<file path="config.mk">
export PLATFORM = sky130hd
export DESIGN_NAME = serial_set_time_of_day_clock_unit
export DESIGN_NICKNAME = d
export VERILOG_FILES = /design/src/sv/sstod_pkg.sv /design/src/sv/serial_set_time_of_day_clock_unit.sv /design/src/sv/sstod_front.sv /design/src/sv/sstod_queue.sv /design/src/sv/sstod_back.sv
export SDC_FILE = /design/constraint.sdc
export NUM_CORES = 1
export LEC_CHECK = 0
export BUFFER_PORTS_ARGS = -buffer_cell sky130_fd_sc_hd__buf_2
export CAP_MARGIN = 10
export CORE_ASPECT_RATIO = 0.75
export CORE_MARGIN = 1.5
export CORE_UTILIZATION = 40
export CTS_CLUSTER_SIZE = 8
export DETAILED_ROUTE_END_ITERATION = 10
export GPL_TIMING_DRIVEN = 0
export PLACE_DENSITY_LB_ADDON = 0.3
export SLEW_MARGIN = 20
export SYNTH_ARGS = -nofsm -noshare
export SYNTH_HDL_FRONTEND = slang
export SYNTH_SLANG_ARGS = --single-unit
</file>
<file path="constraint.sdc">
create_clock -name clk -period 9.9 [get_ports clk]
set_clock_uncertainty 0.15 [all_clocks]
set_input_delay 0.99 -clock clk [delete_from_list [all_inputs] [get_ports clk]]
set_output_delay 0.99 -clock clk [all_outputs]
set_load 0.01 [all_outputs]
</file>
<file path="src/sv/sstod_pkg.sv">
`timescale 1ns / 1ps
`default_nettype none

package sstod_pkg;

  // Width of one temperature sample
  localparam int SAMPLE_BITS = 12;

  // Input tdata: rx_byte, then four samples, padded to whole bytes
  localparam int IN_FIELDS_W = 8 + 4 * SAMPLE_BITS;
  localparam int IN_DATA_W   = ((IN_FIELDS_W + 7) / 8) * 8;

  // Job queue between front and back
  localparam int QUEUE_DEPTH = 2;
  localparam int QPTR_W      = (QUEUE_DEPTH > 1) ? $clog2(QUEUE_DEPTH) : 1;
  localparam int QCNT_W      = $clog2(QUEUE_DEPTH + 1);

  // ASCII codes
  localparam logic [7:0] CH_HASH   = 8'd35;
  localparam logic [7:0] CH_DOLLAR = 8'd36;
  localparam logic [7:0] CH_STAR   = 8'd42;
  localparam logic [7:0] CH_ZERO   = 8'd48;
  localparam logic [7:0] CH_NINE   = 8'd57;
  localparam logic [7:0] CH_COLON  = 8'd58;

  // Temperature conversion
  localparam int TEMP_GAIN   = 2475;
  localparam int TEMP_OFFSET = 1475;
  localparam int TEMP_MAX    = 99;

  // Receive mode of the serial command parser
  typedef enum logic [1:0] {
    MODE_IDLE,
    MODE_SET,
    MODE_ECHO
  } rx_mode_t;

  // Kind of output job
  typedef enum logic [1:0] {
    JOB_ECHO,
    JOB_SET,
    JOB_TICK
  } job_kind_t;

  // One output job: up to eight prepared characters plus the sample average
  typedef struct packed {
    job_kind_t              kind;
    logic [7:0][7:0]        chars;
    logic [SAMPLE_BITS-1:0] avg;
  } job_t;

endpackage

`default_nettype wire

</file>
<file path="src/sv/serial_set_time_of_day_clock_unit.sv">
// Serial-set hours:minutes:seconds clock with temperature report.
// Input stream: one transaction per received serial byte (in_tuser = 0) or
// per one-second tick (in_tuser = 1, four temperature samples in in_tdata).
// Output stream: ASCII characters for the serial line; out_tlast marks the
// final character caused by one input transaction.
// A tick sends HH:MM:SS as it was before the increment, then two temperature
// digits (ten characters). '$' plus eight bytes echoes the eight bytes and
// loads the time when they are valid; '#' echoes nonzero bytes until '*'.
// The front parser takes one transaction per cycle while the queue has room
// and pushes output jobs into a two-entry job queue; the back emitter sends
// one character per cycle unless the receiver stalls; it bounds throughput.
// The first character of a job passes the queue, job register and output
// register. Jobs hold ten characters per tick, eight per set, one per echo.
// When the receiver stalls, the output register holds its character, the
// queue fills and in_tready drops once both job entries are taken.
// Synchronous reset clears the time to 00:00:00, the parser to idle and
// empties the queue and output register.
`timescale 1ns / 1ps
`default_nettype none

module serial_set_time_of_day_clock_unit (
  input  logic                            clk,
  input  logic                            rst_n,
  input  logic                            in_tvalid,
  output logic                            in_tready,
  // rx_byte[7:0], adc_sample_0, adc_sample_1, adc_sample_2, adc_sample_3
  input  logic [sstod_pkg::IN_DATA_W-1:0] in_tdata,
  // func
  input  logic                            in_tuser,
  output logic                            out_tvalid,
  input  logic                            out_tready,
  // out_byte[7:0]
  output logic [7:0]                      out_tdata,
  output logic                            out_tlast
);
  import sstod_pkg::*;

  logic q_push, q_full, q_pop, q_valid;
  job_t push_job, head_job;

  sstod_front u_front (
    .clk       (clk),
    .rst_n     (rst_n),
    .in_tvalid (in_tvalid),
    .in_tready (in_tready),
    .in_tdata  (in_tdata),
    .in_tuser  (in_tuser),
    .q_full    (q_full),
    .q_push    (q_push),
    .q_job     (push_job)
  );

  sstod_queue u_queue (
    .clk      (clk),
    .rst_n    (rst_n),
    .push     (q_push),
    .push_job (push_job),
    .full     (q_full),
    .pop      (q_pop),
    .valid    (q_valid),
    .head_job (head_job)
  );

  sstod_back u_back (
    .clk        (clk),
    .rst_n      (rst_n),
    .q_valid    (q_valid),
    .q_job      (head_job),
    .q_pop      (q_pop),
    .out_tvalid (out_tvalid),
    .out_tready (out_tready),
    .out_tdata  (out_tdata),
    .out_tlast  (out_tlast)
  );

endmodule

`default_nettype wire

</file>
<file path="src/sv/sstod_front.sv">
`timescale 1ns / 1ps
`default_nettype none

module sstod_front (
  input  logic                            clk,
  input  logic                            rst_n,
  input  logic                            in_tvalid,
  output logic                            in_tready,
  input  logic [sstod_pkg::IN_DATA_W-1:0] in_tdata,
  input  logic                            in_tuser,
  input  logic                            q_full,
  output logic                            q_push,
  output sstod_pkg::job_t                 q_job
);
  import sstod_pkg::*;

  // Two ASCII digits of a value below 64, tens digit in the upper byte
  function automatic logic [15:0] ascii2(input logic [5:0] v);
    logic [2:0] tens;
    logic [5:0] rem;
    tens = 3'd0;
    for (int k = 1; k <= 6; k++) begin
      if (v >= 6'(10 * k)) begin
        tens = 3'(k);
      end
    end
    rem = v - 6'({3'd0, tens} * 6'd10);
    return {CH_ZERO + {5'd0, tens}, CH_ZERO + {4'd0, rem[3:0]}};
  endfunction

  function automatic logic is_digit(input logic [7:0] c);
    return (c >= CH_ZERO) && (c <= CH_NINE);
  endfunction

  function automatic logic [6:0] pair_val(input logic [7:0] hi, input logic [7:0] lo);
    return 7'({3'd0, hi[3:0]} * 7'd10) + {3'd0, lo[3:0]};
  endfunction

  rx_mode_t   rx_mode_r, rx_mode_nxt;
  logic [2:0] set_count_r, set_count_nxt;
  logic [7:0] set_chars_r [7];
  logic [7:0] set_chars_nxt [7];
  logic [4:0] hours_r, hours_nxt;
  logic [5:0] minutes_r, minutes_nxt;
  logic [5:0] seconds_r, seconds_nxt;

  logic                   acc;
  logic [7:0]             rx_byte;
  logic [SAMPLE_BITS+1:0] sum;
  logic [7:0][7:0]        set_all;
  logic                   set_ok;
  logic [6:0]             set_h, set_m, set_s;
  logic [15:0]            h_asc, m_asc, s_asc;

  assign in_tready = !q_full;
  assign acc       = in_tvalid && in_tready;
  assign rx_byte   = in_tdata[7:0];

  // Sum the four samples
  always_comb begin
    sum = '0;
    for (int k = 0; k < 4; k++) begin
      sum = sum + {2'b00, in_tdata[8 + k * SAMPLE_BITS +: SAMPLE_BITS]};
    end
  end

  // Assemble and check the eight set characters
  always_comb begin
    for (int k = 0; k < 7; k++) begin
      set_all[k] = set_chars_r[k];
    end
    set_all[7] = rx_byte;
    set_h  = pair_val(set_all[0], set_all[1]);
    set_m  = pair_val(set_all[3], set_all[4]);
    set_s  = pair_val(set_all[6], set_all[7]);
    set_ok = is_digit(set_all[0]) && is_digit(set_all[1]) &&
             is_digit(set_all[3]) && is_digit(set_all[4]) &&
             is_digit(set_all[6]) && is_digit(set_all[7]) &&
             (set_h < 7'd24) && (set_m < 7'd60) && (set_s < 7'd60);
  end

  assign h_asc = ascii2({1'b0, hours_r});
  assign m_asc = ascii2(minutes_r);
  assign s_asc = ascii2(seconds_r);

  // Classify the transaction, update parser and clock, build the job
  always_comb begin
    rx_mode_nxt   = rx_mode_r;
    set_count_nxt = set_count_r;
    set_chars_nxt = set_chars_r;
    hours_nxt     = hours_r;
    minutes_nxt   = minutes_r;
    seconds_nxt   = seconds_r;
    q_push        = 1'b0;
    q_job.kind    = JOB_ECHO;
    q_job.chars   = '0;
    q_job.avg     = sum[SAMPLE_BITS+1:2];
    if (acc) begin
      if (in_tuser) begin
        q_push         = 1'b1;
        q_job.kind     = JOB_TICK;
        q_job.chars[0] = h_asc[15:8];
        q_job.chars[1] = h_asc[7:0];
        q_job.chars[2] = CH_COLON;
        q_job.chars[3] = m_asc[15:8];
        q_job.chars[4] = m_asc[7:0];
        q_job.chars[5] = CH_COLON;
        q_job.chars[6] = s_asc[15:8];
        q_job.chars[7] = s_asc[7:0];
        // Advance the clock with carries
        if (seconds_r >= 6'd59) begin
          seconds_nxt = 6'd0;
          if (minutes_r >= 6'd59) begin
            minutes_nxt = 6'd0;
            hours_nxt   = (hours_r >= 5'd23) ? 5'd0 : hours_r + 5'd1;
          end else begin
            minutes_nxt = minutes_r + 6'd1;
          end
        end else begin
          seconds_nxt = seconds_r + 6'd1;
        end
      end else begin
        unique case (rx_mode_r)
          MODE_SET: begin
            if (set_count_r != 3'd7) begin
              set_chars_nxt[set_count_r] = rx_byte;
              set_count_nxt              = set_count_r + 3'd1;
            end else begin
              q_push        = 1'b1;
              q_job.kind    = JOB_SET;
              q_job.chars   = set_all;
              set_count_nxt = 3'd0;
              rx_mode_nxt   = MODE_IDLE;
              if (set_ok) begin
                hours_nxt   = set_h[4:0];
                minutes_nxt = set_m[5:0];
                seconds_nxt = set_s[5:0];
              end
            end
          end
          MODE_ECHO: begin
            if (rx_byte == CH_STAR) begin
              rx_mode_nxt = MODE_IDLE;
            end else if (rx_byte != 8'd0) begin
              q_push         = 1'b1;
              q_job.kind     = JOB_ECHO;
              q_job.chars[0] = rx_byte;
            end
          end
          default: begin
            if (rx_byte == CH_DOLLAR) begin
              rx_mode_nxt   = MODE_SET;
              set_count_nxt = 3'd0;
            end else if (rx_byte == CH_HASH) begin
              rx_mode_nxt = MODE_ECHO;
            end else begin
              rx_mode_nxt = MODE_IDLE;
            end
          end
        endcase
      end
    end
  end

  // Hold parser and time of day
  always_ff @(posedge clk) begin
    if (!rst_n) begin
      rx_mode_r   <= MODE_IDLE;
      set_count_r <= 3'd0;
      hours_r     <= 5'd0;
      minutes_r   <= 6'd0;
      seconds_r   <= 6'd0;
    end else begin
      rx_mode_r   <= rx_mode_nxt;
      set_count_r <= set_count_nxt;
      hours_r     <= hours_nxt;
      minutes_r   <= minutes_nxt;
      seconds_r   <= seconds_nxt;
    end
  end

  // Collected set characters
  always_ff @(posedge clk) begin
    set_chars_r <= set_chars_nxt;
  end

endmodule

`default_nettype wire

</file>
<file path="src/sv/sstod_queue.sv">
`timescale 1ns / 1ps
`default_nettype none

module sstod_queue (
  input  logic            clk,
  input  logic            rst_n,
  input  logic            push,
  input  sstod_pkg::job_t push_job,
  output logic            full,
  input  logic            pop,
  output logic            valid,
  output sstod_pkg::job_t head_job
);
  import sstod_pkg::*;

  job_t              mem_r [QUEUE_DEPTH];
  logic [QPTR_W-1:0] wr_ptr_r, rd_ptr_r;
  logic [QCNT_W-1:0] cnt_r;
  logic              do_push, do_pop;

  assign full     = (cnt_r == QCNT_W'(QUEUE_DEPTH));
  assign valid    = (cnt_r != '0);
  assign do_push  = push && !full;
  assign do_pop   = pop && valid;
  assign head_job = mem_r[rd_ptr_r];

  // Advance pointers and fill count
  always_ff @(posedge clk) begin
    if (!rst_n) begin
      wr_ptr_r <= '0;
      rd_ptr_r <= '0;
      cnt_r    <= '0;
    end else begin
      if (do_push) begin
        wr_ptr_r <= (wr_ptr_r == QPTR_W'(QUEUE_DEPTH - 1)) ? '0 : wr_ptr_r + 1'b1;
      end
      if (do_pop) begin
        rd_ptr_r <= (rd_ptr_r == QPTR_W'(QUEUE_DEPTH - 1)) ? '0 : rd_ptr_r + 1'b1;
      end
      if (do_push && !do_pop) begin
        cnt_r <= cnt_r + 1'b1;
      end else if (do_pop && !do_push) begin
        cnt_r <= cnt_r - 1'b1;
      end
    end
  end

  // Store entries
  always_ff @(posedge clk) begin
    if (do_push) begin
      mem_r[wr_ptr_r] <= push_job;
    end
  end

endmodule

`default_nettype wire

</file>
<file path="src/sv/sstod_back.sv">
`timescale 1ns / 1ps
`default_nettype none

module sstod_back (
  input  logic            clk,
  input  logic            rst_n,
  input  logic            q_valid,
  input  sstod_pkg::job_t q_job,
  output logic            q_pop,
  output logic            out_tvalid,
  input  logic            out_tready,
  output logic [7:0]      out_tdata,
  output logic            out_tlast
);
  import sstod_pkg::*;

  localparam int PROD_W = SAMPLE_BITS + 12;

  logic              job_valid_r;
  job_t              job_r;
  logic [3:0]        idx_r;
  logic              out_valid_r;
  logic [7:0]        out_byte_r;
  logic              out_last_r;
  logic [PROD_W-1:0] prod_r;
  logic [6:0]        temp_r;
  logic [3:0]        temp_hi_r, temp_lo_r;

  logic [3:0]  last_idx;
  logic [7:0]  cur_char;
  logic        adv, done;
  logic [11:0] q_scaled;
  logic [11:0] dpos;
  logic [26:0] quo_m;
  logic [7:0]  quo;
  logic [6:0]  temp_nxt;
  logic [14:0] tens_m;
  logic [6:0]  units_w;

  // Last character index per job kind
  always_comb begin
    unique case (job_r.kind)
      JOB_TICK: last_idx = 4'd9;
      JOB_SET:  last_idx = 4'd7;
      default:  last_idx = 4'd0;
    endcase
  end

  // Select the character for the current position
  always_comb begin
    if (idx_r < 4'd8) begin
      cur_char = job_r.chars[idx_r[2:0]];
    end else if (idx_r == 4'd8) begin
      cur_char = CH_ZERO + {4'd0, temp_hi_r};
    end else begin
      cur_char = CH_ZERO + {4'd0, temp_lo_r};
    end
  end

  assign adv   = job_valid_r && (!out_valid_r || out_tready);
  assign done  = adv && (idx_r == last_idx);
  assign q_pop = q_valid && (!job_valid_r || done);

  // Temperature: scale, clamp at zero, divide by ten, saturate
  always_comb begin
    q_scaled = prod_r[PROD_W-1:SAMPLE_BITS];
    dpos     = 12'(TEMP_OFFSET) - q_scaled;
    quo_m    = 27'(dpos[10:0]) * 27'd52429;
    quo      = quo_m[26:19];
    if (q_scaled > 12'(TEMP_OFFSET)) begin
      temp_nxt = 7'd0;
    end else if (quo > 8'(TEMP_MAX)) begin
      temp_nxt = 7'(TEMP_MAX);
    end else begin
      temp_nxt = quo[6:0];
    end
    tens_m  = 15'(temp_r) * 15'd205;
    units_w = temp_r - 7'({3'd0, tens_m[14:11]} * 7'd10);
  end

  // Job and output control
  always_ff @(posedge clk) begin
    if (!rst_n) begin
      job_valid_r <= 1'b0;
      idx_r       <= 4'd0;
      out_valid_r <= 1'b0;
    end else begin
      if (adv) begin
        out_valid_r <= 1'b1;
      end else if (out_tready) begin
        out_valid_r <= 1'b0;
      end
      if (q_pop) begin
        job_valid_r <= 1'b1;
        idx_r       <= 4'd0;
      end else if (done) begin
        job_valid_r <= 1'b0;
      end else if (adv) begin
        idx_r <= idx_r + 4'd1;
      end
    end
  end

  // Payload and temperature pipeline
  always_ff @(posedge clk) begin
    if (q_pop) begin
      job_r  <= q_job;
      prod_r <= PROD_W'(q_job.avg) * PROD_W'(TEMP_GAIN);
    end
    if (adv) begin
      out_byte_r <= cur_char;
      out_last_r <= (idx_r == last_idx);
    end
    temp_r    <= temp_nxt;
    temp_hi_r <= tens_m[14:11];
    temp_lo_r <= units_w[3:0];
  end

  assign out_tvalid = out_valid_r;
  assign out_tdata  = out_byte_r;
  assign out_tlast  = out_last_r;

endmodule

`default_nettype wire
</file>
# Yosys cells after proc, flatten, opt, wreduce, memory -nomap -nowiden
# Memory sizes are Yosys's and may differ from the RTL's. A register that Yosys moved wholly into a read port is not among the register bits.
# Index checks and enable logic that the tools add are counted.
op_classes:
  addsub: 28
  n_mul: 10
  n_div: 0
  order_cmp: 42
  eq_ne: 16
  shift: 0
  muxes: 79
  bitwise: 5
  reduce_logical: 47
op_table:
  columns: ["operator", "n"]
  rows:
  - ["$mux W66", 2]
  - ["$mux W6", 11]
  - ["$mux W65", 1]
  - ["$bwmux W56", 1]
  - ["$mux W56", 1]
  - ["$ge A6 B6 Y1 const B", 8]
  - ["$ge A8 B6 Y1 const B", 6]
  - ["$le A8 B6 Y1 const B", 6]
  - ["$mux W8", 6]
  - ["$add A6 B4 Y7 const A", 5]
  - ["$mux W5", 7]
  - ["$mux W3", 11]
  - ["$add A14 B12 Y14", 2]
  - ["$mul A11 B16 Y27 const B", 1]
  - ["$bmux W8 S3", 1]
  - ["$demux W8 S3", 1]
  - ["$eq A8 B6 Y1 const B", 3]
  - ["$ge A6 B5 Y1 const B", 4]
  - ["$mul A12 B12 Y24 const B", 1]
  - ["$mux W2", 12]
  - ["$logic_and A1 B1 Y1", 23]
  - ["$add A6 B3 Y7 const A", 3]
  - ["$add A7 B4 Y7", 3]
  - ["$mux W1", 19]
  - ["other kinds (50)", 89]
word_totals:
  regBits: 202
  latch_bits: 0
  ram_bits: 156
  mem_bits_ro: 0
  out_inout_bits: 11
  word_cells: 262
  n_memories: 1
mem_list:
  columns: ["memory", "words", "word_bits", "rd", "rd_clocked_by_memory_dff", "write_ports", "line", "text"]
  rows:
  - ["u_queue.mem_r", 2, 78, 1, 1, 1, "sstod_queue.sv:16", "job_t mem_r [QUEUE_DEPTH];"]

# Longest topological paths before layout
# Gate-level depths: netlist of run 1.
depth:
  depth_word: 14
  ltp_mapped: 25
  depth_no_buf: 25

# Cells and area by module
# Synthesis of run 1 repeated with hierarchy kept, for this count alone.
hier_totals:
  cells_unflattened: 1814
  hier_area_um2: 22350.2
modules_own_cells:
  columns: ["module", "n_inst", "cells_per_inst", "area_per_inst_um2", "seq_area_each_um2"]
  rows:
  - ["sstod_back", 1, 875, 10065.9, 3032.9]
  - ["sstod_front", 1, 671, 6339.8, 2122.0]
  - ["sstod_queue", 1, 268, 5944.5, 4784.6]

# Worst setup path before layout of run 1
# No wires, ideal clock.
synth_timing:
  kind: "flip-flop to flip-flop"
  start: "register u_back.prod_r[14]"
  end: "register u_back.temp_r[1]"
  setup_ns: 0.136
  arrival_time_ns: 5.929
  required_ns: 9.614
  setup_slack_ns: 3.685
  path_stages_with_launch: 25
  n_path_buf: 0
  path_cell_list: "edfxtp_1 inv_1 ha_1 nor3b_2 nor2_1 or3_1 and2_1 xnor2_1 fa_1 inv_1 fa_1 inv_1 fa_1 inv_1 fa_1 inv_1 ha_1 nand3_1 nor4_1 a22oi_1 o2111ai_1 a21oi_1 xor2_2 nor3_1 a211oi_1"
synth_via:
  elab_chain_len: 4
synth_rtl:
  columns: ["element", "line", "text"]
  rows:
  - ["start, declared", "sstod_back.sv:25", "logic [PROD_W-1:0] prod_r;"]
  - ["start signal, assigned", "sstod_back.sv:108", "prod_r <= PROD_W'(q_job.avg) * PROD_W'(TEMP_GAIN);"]
  - ["$sub A11 B11 Y11", "sstod_back.sv:67", "dpos = 12'(TEMP_OFFSET) - q_scaled;"]
  - ["$mul A11 B16 Y27", "sstod_back.sv:68", "quo_m = 27'(dpos[10:0]) * 27'd52429;"]
  - ["$gt A8 B7 Y1", "sstod_back.sv:72", "end else if (quo > 8'(TEMP_MAX)) begin"]
  - ["$mux W7", "sstod_back.sv:72", null]
  - ["end signal, assigned", "sstod_back.sv:114", "temp_r <= temp_nxt;"]
  - ["end, declared", "sstod_back.sv:26", "logic [6:0] temp_r;"]
# Several ways; a longest one is shown, not always the timed one.
# A chain may end at the register's enable or synchronous reset.

# Worst setup path after layout of run 1
# Ends and elaborated chain as after synthesis.

==> results of run 1 <==
## cell type report
cell class	count	area, µm²	share of cell area
inverters	287	1080	0.0434
multi-input cells	1169	10900	0.438
flip-flops and latches	347	9940	0.399
clock inverters	4	46.3	0.00186
well taps	722	903	0.0363
repair buffers	76	485	0.0195
clock buffers	88	1370	0.0551
plain buffers	42	168	0.00673
## worst register-to-register path, stage by stage (launching register included)
cell and delay (ns):
edfxtp_1 0.51, inv_1 0.24, ha_1 0.23, nor3b_2 0.26
nor2_1 0.11, or3_1 0.34, and2_1 0.21, xnor2_1 0.18
fa_1 0.60, inv_1 0.09, fa_1 0.50, inv_1 0.05
fa_1 0.49, inv_1 0.05, fa_1 0.55, inv_1 0.05
ha_1 0.31, nand3_1 0.16, nor4_1 0.30, a22oi_1 0.17
o2111ai_1 0.44, a21oi_1 0.18, xor2_2 0.20, nor3_1 0.34
a211oi_1 0.12
## path summary, 6_finish.rpt
| path | startpoint | to | slack, ns | depth (start not counted) |
|---|---|---|---|---|
| max | u_back.prod_r[14] | u_back.temp_r[1] | 2.91 | 24 |
| min | u_front.rx_mode_r[1] | u_front.rx_mode_r[1] | 0.33 | 2 |
| max reg2reg | u_back.prod_r[14] | u_back.temp_r[1] | 2.91 | 24 |
| min reg2reg | u_front.rx_mode_r[1] | u_front.rx_mode_r[1] | 0.33 | 2 |
## sequential cells by signal, summed over array words and instances (netlist names), 3 cells and up, named ones only
signal	flops
u_front.set_all	56
u_back.job_r	66
u_front.hours_r	5
u_front.set_count_r	3
u_back.prod_r	12
u_back.idx_r	4
u_back.out_tdata	8
u_back.temp_hi_r	4
u_back.temp_r	7
u_front.seconds_r	6
u_queue.mem_r	156
u_back.temp_lo_r	4
u_front.minutes_r	6
## per-layer routing
| metal | track usage | vias up | share of wire |
|---|---|---|---|
| met3 | 0.0228 | 59 | 0.048 |
| li1 | - | 6756 | - |
| met2 | 0.252 | 348 | 0.42 |
| met5 | 0 | - | 0 |
| met1 | 0.271 | 6820 | 0.51 |
| met4 | 0.0400 | 0 | 0.014 |
## through the flow
stage / util / worst slack (ns)
2_1_floorplan: - / 3.68
3_3_place_gp: 0.429 / 1.26
3_5_place_dp: 0.431 / 2.81
4_1_cts: 0.457 / 2.80
5_1_grt: 0.457 / 2.31
6_report: 0.457 / 2.91
## logic make-up after synthesis
group | share of synthesized area
and+or+nand+nor | 0.0836
DFF | 0.450
xor gates and xnor gates | 0.0365
AOI/OAI and AO/OA | 0.0753
adders and majority gates | 0.237
muxes | 0.0610
buffers and inverters | 0.0564
## cell usage in the layout, fill, tap and decap left out, drive strengths merged, types with 17 or more instances in the layout
cell type and n:
o21ai 70, buf 86, nand2 100, ha 241, dfxtp 48, inv 285
nor3 27, nor2b 20, mux2 76, clkbuf 120, xnor2 46, fa 110
nor2 90, and2 35, a21oi 51, nand2b 17, xor2 42, edfxtp 299
nand3 31
==> results.md, run 1 <==
- Portion of synthesized cell area occupied by the leading cell type: 0.407
- Class of the most critical setup path: flip-flop to flip-flop
- Kind of cell adding the most delay to the critical path: adder cells
- Area of the mapped netlist: 22100 µm²
- Kind of end point of the critical path: flip-flop
- Clk Latency, worst-skew pair: 0.56 ns
- Residual antenna-violating net count after detailed routing: 0
- Final estimated routing congestion in global placement: 0.857
- Count of port buffers added during placement: 71
- Post-CTS Setup Repair Bufs: 0
- Clock Pin Slew Worst Setup and Hold Paths: 0.05 ns
- Number of DRC violations after detailed-routing iteration 0: 1229
- Syn Inst Count: 1845
- Data required time of the critical path: 10.15 ns
- Worst hold margin: 0.331 ns
- HPWL after detailed placement: 36800 µm
- Run status: completed
- Floorplan die width: 274 µm
- Count of synthesis-stage warnings from yosys: 0
- Cell with the largest stage delay on the worst path: fa_1
- Synth async-reset ratio: 0
- Signal arrival time at the worst endpoint: 7.24 ns
- Minimum period implied by the final worst setup slack: 6.99 ns
- Core footprint: 54400 µm²
- Number of slew-limit violations in the final report: 0
- Total grt overflow: 0
- DR pass1 iterations: 5
- Part of the Yosys area used for sequential elements: 0.450
- Setup repair after global routing missed its margin: false
- Delay of the slowest cell on the worst path: 0.60 ns
- Final worst path period share: 0.706
- Global-route wire length before repair: 76300 µm
- Buffer and inverter count on the worst path: 5
- Total DRC errors in the routed layout: 0
- Via count: 14.0k
- Quantity of gates resized following cts: 0
- IO Count: 72
- Library cell with the highest instance count after synthesis: edfxtp_1
- Final hold violations: 0
- Number of levels the H-tree was split into: 2
- Via/cell ratio: 5.11
- Total die area: 56600 µm²
- Synthesized Nets: 2257
- Cts bufs inserted: 49
- Total of endpoints with negative setup slack in the final report: 0
- Final wirelength: 48300 µm
- Setup TNS: 0 ns
- Cell area after layout: 24900 µm²
- CTS Root Buffer Type: clkbuf_16
- Cell taking the most area after synthesis: edfxtp_1
- Cell mode on critical path: inv_1
- Cell area reported after detailed placement: 23500 µm²
- Number of enable-type register cells in the synthesized netlist: 299
- Initial core utilization: 0.405
- Fmax achieved: 143 MHz
- CTS Sinks: 347
- Critical Path, Cell by Cell: inv_1, ha_1, nor3b_2, nor2_1, or3_1, and2_1, xnor2_1, fa_1, inv_1, fa_1, inv_1, fa_1, inv_1, fa_1, inv_1, ha_1, nand3_1, nor4_1, a22oi_1, o2111ai_1, a21oi_1, xor2_2, nor3_1, a211oi_1
- Synth-to-Final Area Change: 12.8%
- Max-capacitance violation count: 0
- Number of antenna violations at the first check in global routing: 0
- Non-filler cells in the finished layout: 2735
- Mean cell area of the mapped netlist: 12.0 µm²
- Number of buffers on the longest clock path: 3
- Number of global-route vias before repair: 13.9k
- Die height: 206 µm
- Maximum fanout encountered on the critical timing path: 8
- Type of origin of the critical path: flip-flop
- Number of nets in the finished design: 2384
- Share of layout cells above drive strength 1: 0.124
- Instance count after placement with tap cells included: 2643
- Hold_buf cts: 0
- Worst Tran Pin Value: 1.06 ns
- Average routed wire per standard cell: 17.7 µm
- Number of distinct library cell variants in the gate-level netlist after synthesis: 79
- Relative slew slack: 0.289
- ANT cells: 0
- Path class of the lowest-slack min-delay path: flip-flop to flip-flop
- Synthesis-stage register bit count: 347
- Synth top cells by count: edfxtp_1 (299), inv_1 (283), ha_1 (241)
- Most frequently used flop master after synthesis: edfxtp_1
- Main area contributors after synthesis: edfxtp_1 (41%), ha_1 (14%), fa_1 (10%)
- Pin count of the biggest net entering global routing: 61
- Standard-cell rows: 74
- Overall Global Routing Usage: 0.173
- TritonCTS clock tree: done
- Fill count: 4937
Power of run 1 is not shown: default switching activity piles up to over one toggle a cycle in this logic, so the estimate is an artifact.
==> inputs of run 2 (changes only) <==
==> constraint.sdc (replaced) <==
create_clock -name clk -period 6.8 [get_ports clk]
set_clock_uncertainty 0.15 [all_clocks]
set_input_delay 0.68 -clock clk [delete_from_list [all_inputs] [get_ports clk]]
set_output_delay 0.68 -clock clk [all_outputs]
set_load 0.01 [all_outputs]
==> results.md, run 2 (same netlist as run 1, synthesis figures left out) <==
- Data required time of the critical path: 7.08 ns (was 10.15 ns)
- Number of buffers on the longest clock path: 3 (unchanged)
- Total DRC errors in the routed layout: 0 (unchanged)
- Number of global-route vias before repair: 13.9k (about the same)
- Path class of the lowest-slack min-delay path: input pin to flip-flop (was flip-flop to flip-flop)
- Final worst path period share: 0.946 (was 0.706)
- Kind of end point of the critical path: flip-flop (unchanged)
- Number of DRC violations after detailed-routing iteration 0: 1236 (was 1229)
- Maximum fanout encountered on the critical timing path: 6 (was 8)
- Number of levels the H-tree was split into: 2 (unchanged)
- Minimum period implied by the final worst setup slack: 6.43 ns (was 6.99 ns)
- Leading cell types in the layout, fill and taps excluded: edfxtp_1 (299), inv_1 (281), ha_1 (241) (was edfxtp_1 (299), inv_1 (282), ha_1 (241))
- Register with the most flip-flops: u_queue.mem_r (unchanged)
- Setup repair after global routing missed its margin: false (unchanged)
- Register cell area after layout: 9940 µm² (unchanged)
- Leading cell type in the layout, fill and taps excluded: edfxtp_1 (unchanged)
- Number of antenna violations at the first check in global routing: 0 (unchanged)
- Worst R2R Start: u_back.prod_r[14] (unchanged)
- DR pass1 iterations: 5 (unchanged)
- Signal arrival time at the worst endpoint: 6.71 ns (was 7.24 ns)
- Total of endpoints with negative setup slack in the final report: 0 (unchanged)
- Floorplan die width: 274 µm (unchanged)
- Count of port buffers added during placement: 71 (unchanged)
- Core footprint: 54400 µm² (unchanged)
- Number of nets in the finished design: 2385 (was 2384)
- Startpoint of the worst hold path: in_tdata[7] (was u_front.rx_mode_r[1])
- Cts bufs inserted: 49 (unchanged)
- Total die area: 56600 µm² (unchanged)
- Via count: 13.9k (was 14.0k)
- Hold_buf cts: 0 (unchanged)
- Global-route wire length before repair: 76300 µm (about the same)
- Residual antenna-violating net count after detailed routing: 0 (unchanged)
- CTS Sinks: 347 (unchanged)
- Average routed wire per standard cell: 17.7 µm (about the same)
- Final wirelength: 48300 µm (about the same)
- Max-capacitance violation count: 0 (unchanged)
- Clk Latency, worst-skew pair: 0.56 ns (about the same)
- Post-Place Worst Slack: -0.287 ns (was 2.81 ns)
- Fill count: 4931 (was 4937)
- Relative slew slack: 0.294 (was 0.289)
- Final hold violations: 0 (unchanged)
- Number of slew-limit violations in the final report: 0 (unchanged)
- CTS Root Buffer Type: clkbuf_16 (unchanged)
- Cell area reported after detailed placement: 23500 µm² (unchanged)
- Number of flip-flops in the largest register: 156 (unchanged)
- Synth-to-Final Area Change: 13.1% (was 12.8%)
- Critical Path Source: u_back.prod_r[14] (unchanged)
- Worst Tran Pin Value: 1.05 ns (was 1.06 ns)
- Run status: completed (unchanged)
- HPWL after detailed placement: 36800 µm (unchanged)
- Type of origin of the critical path: flip-flop (unchanged)
- Multi-input combinational cell area: 11000 µm² (was 10900 µm²)
- Initial core utilization: 0.405 (unchanged)
- Final estimated routing congestion in global placement: 0.857 (unchanged)
- Total grt overflow: 0 (unchanged)
- Share of layout cells above drive strength 1: 0.129 (was 0.124)
- Fmax achieved: 155 MHz (was 143 MHz)
- Die height: 206 µm (unchanged)
- Clock Pin Slew Worst Setup and Hold Paths: 0.05 ns (about the same)
- ANT cells: 0 (unchanged)
- Via/cell ratio: 5.10 (was 5.11)
- IO Count: 72 (unchanged)
- Final core area utilization: 0.459 (was 0.457)
- TritonCTS clock tree: done (unchanged)
- Class of the most critical setup path: flip-flop to flip-flop (unchanged)
- Overall Global Routing Usage: 0.173 (about the same)
- Least setup slack across all paths after layout: 0.366 ns (was 2.91 ns)
- Pin count of the biggest net entering global routing: 61 (unchanged)
- Cell area after layout: 25000 µm² (was 24900 µm²)
- Standard-cell rows: 74 (unchanged)
[run 2: repair_timing]
action	CTS	global route
pin swaps	0	4
gates resized for setup	5	8
buffers inserted	1	1
setup endpoints to repair	9	9
[run 2: area by class of cell]
cell class,count,share of cell area
timing repair buffer,78,0.0200
buffer,41,0.00661
inverter,287,0.0432
clock inverter,4,0.00185
clock buffer,88,0.0550
tap,722,0.0362
sequential,347,0.398
multi-input combinational,1169,0.439
[run 2: through the flow]
stage | hold WS (ns) | cells | TNS, ns
4_1_cts | 0.316 | 2736 | 0
6_report | 0.329 | 2736 | 0
5_1_grt | 0.323 | 2736 | 0
3_3_place_gp | 0.306 | 2638 | -120.04
3_5_place_dp | 0.321 | 2643 | -1.73
2_1_floorplan | 0.275 | 1845 | 0
[run 2: worst max-delay path, cell delays in order, from the launching register on]
cell and delay (ns):
edfxtp_1 0.41, inv_2 0.14, ha_1 0.22, nor3b_4 0.24, nor2_1 0.10, or3_1 0.34, and2_1 0.21, xnor2_1 0.18
fa_1 0.60, inv_1 0.09, fa_1 0.50, inv_1 0.05, fa_1 0.49, inv_1 0.05, fa_1 0.55, inv_1 0.05
ha_1 0.32, nand3_1 0.19, nor2_1 0.09, a22oi_2 0.29, o2111ai_4 0.18, a21oi_2 0.22, xor2_2 0.28, nor2_1 0.13
o211a_1 0.24
[run 2: metal layers]
metal | global-route usage | wire (µm) | vias to the layer above
li1 | - | - | 6753
met1 | 0.271 | 25000 | 6808
met2 | 0.253 | 20400 | 328
met3 | 0.0227 | 2250 | 57
met4 | 0.0396 | 679 | 0
met5 | 0 | 0 | -
[run 2: final timing paths]
path | to | slack, ns | cells past startpoint
min | u_front.set_all[7] | 0.33 | 1
max | u_back.temp_r[3] | 0.37 | 24
min reg2reg | u_front.rx_mode_r[1] | 0.33 | 2
max reg2reg | u_back.temp_r[3] | 0.37 | 24
Power of run 2 is left out for the same reason.
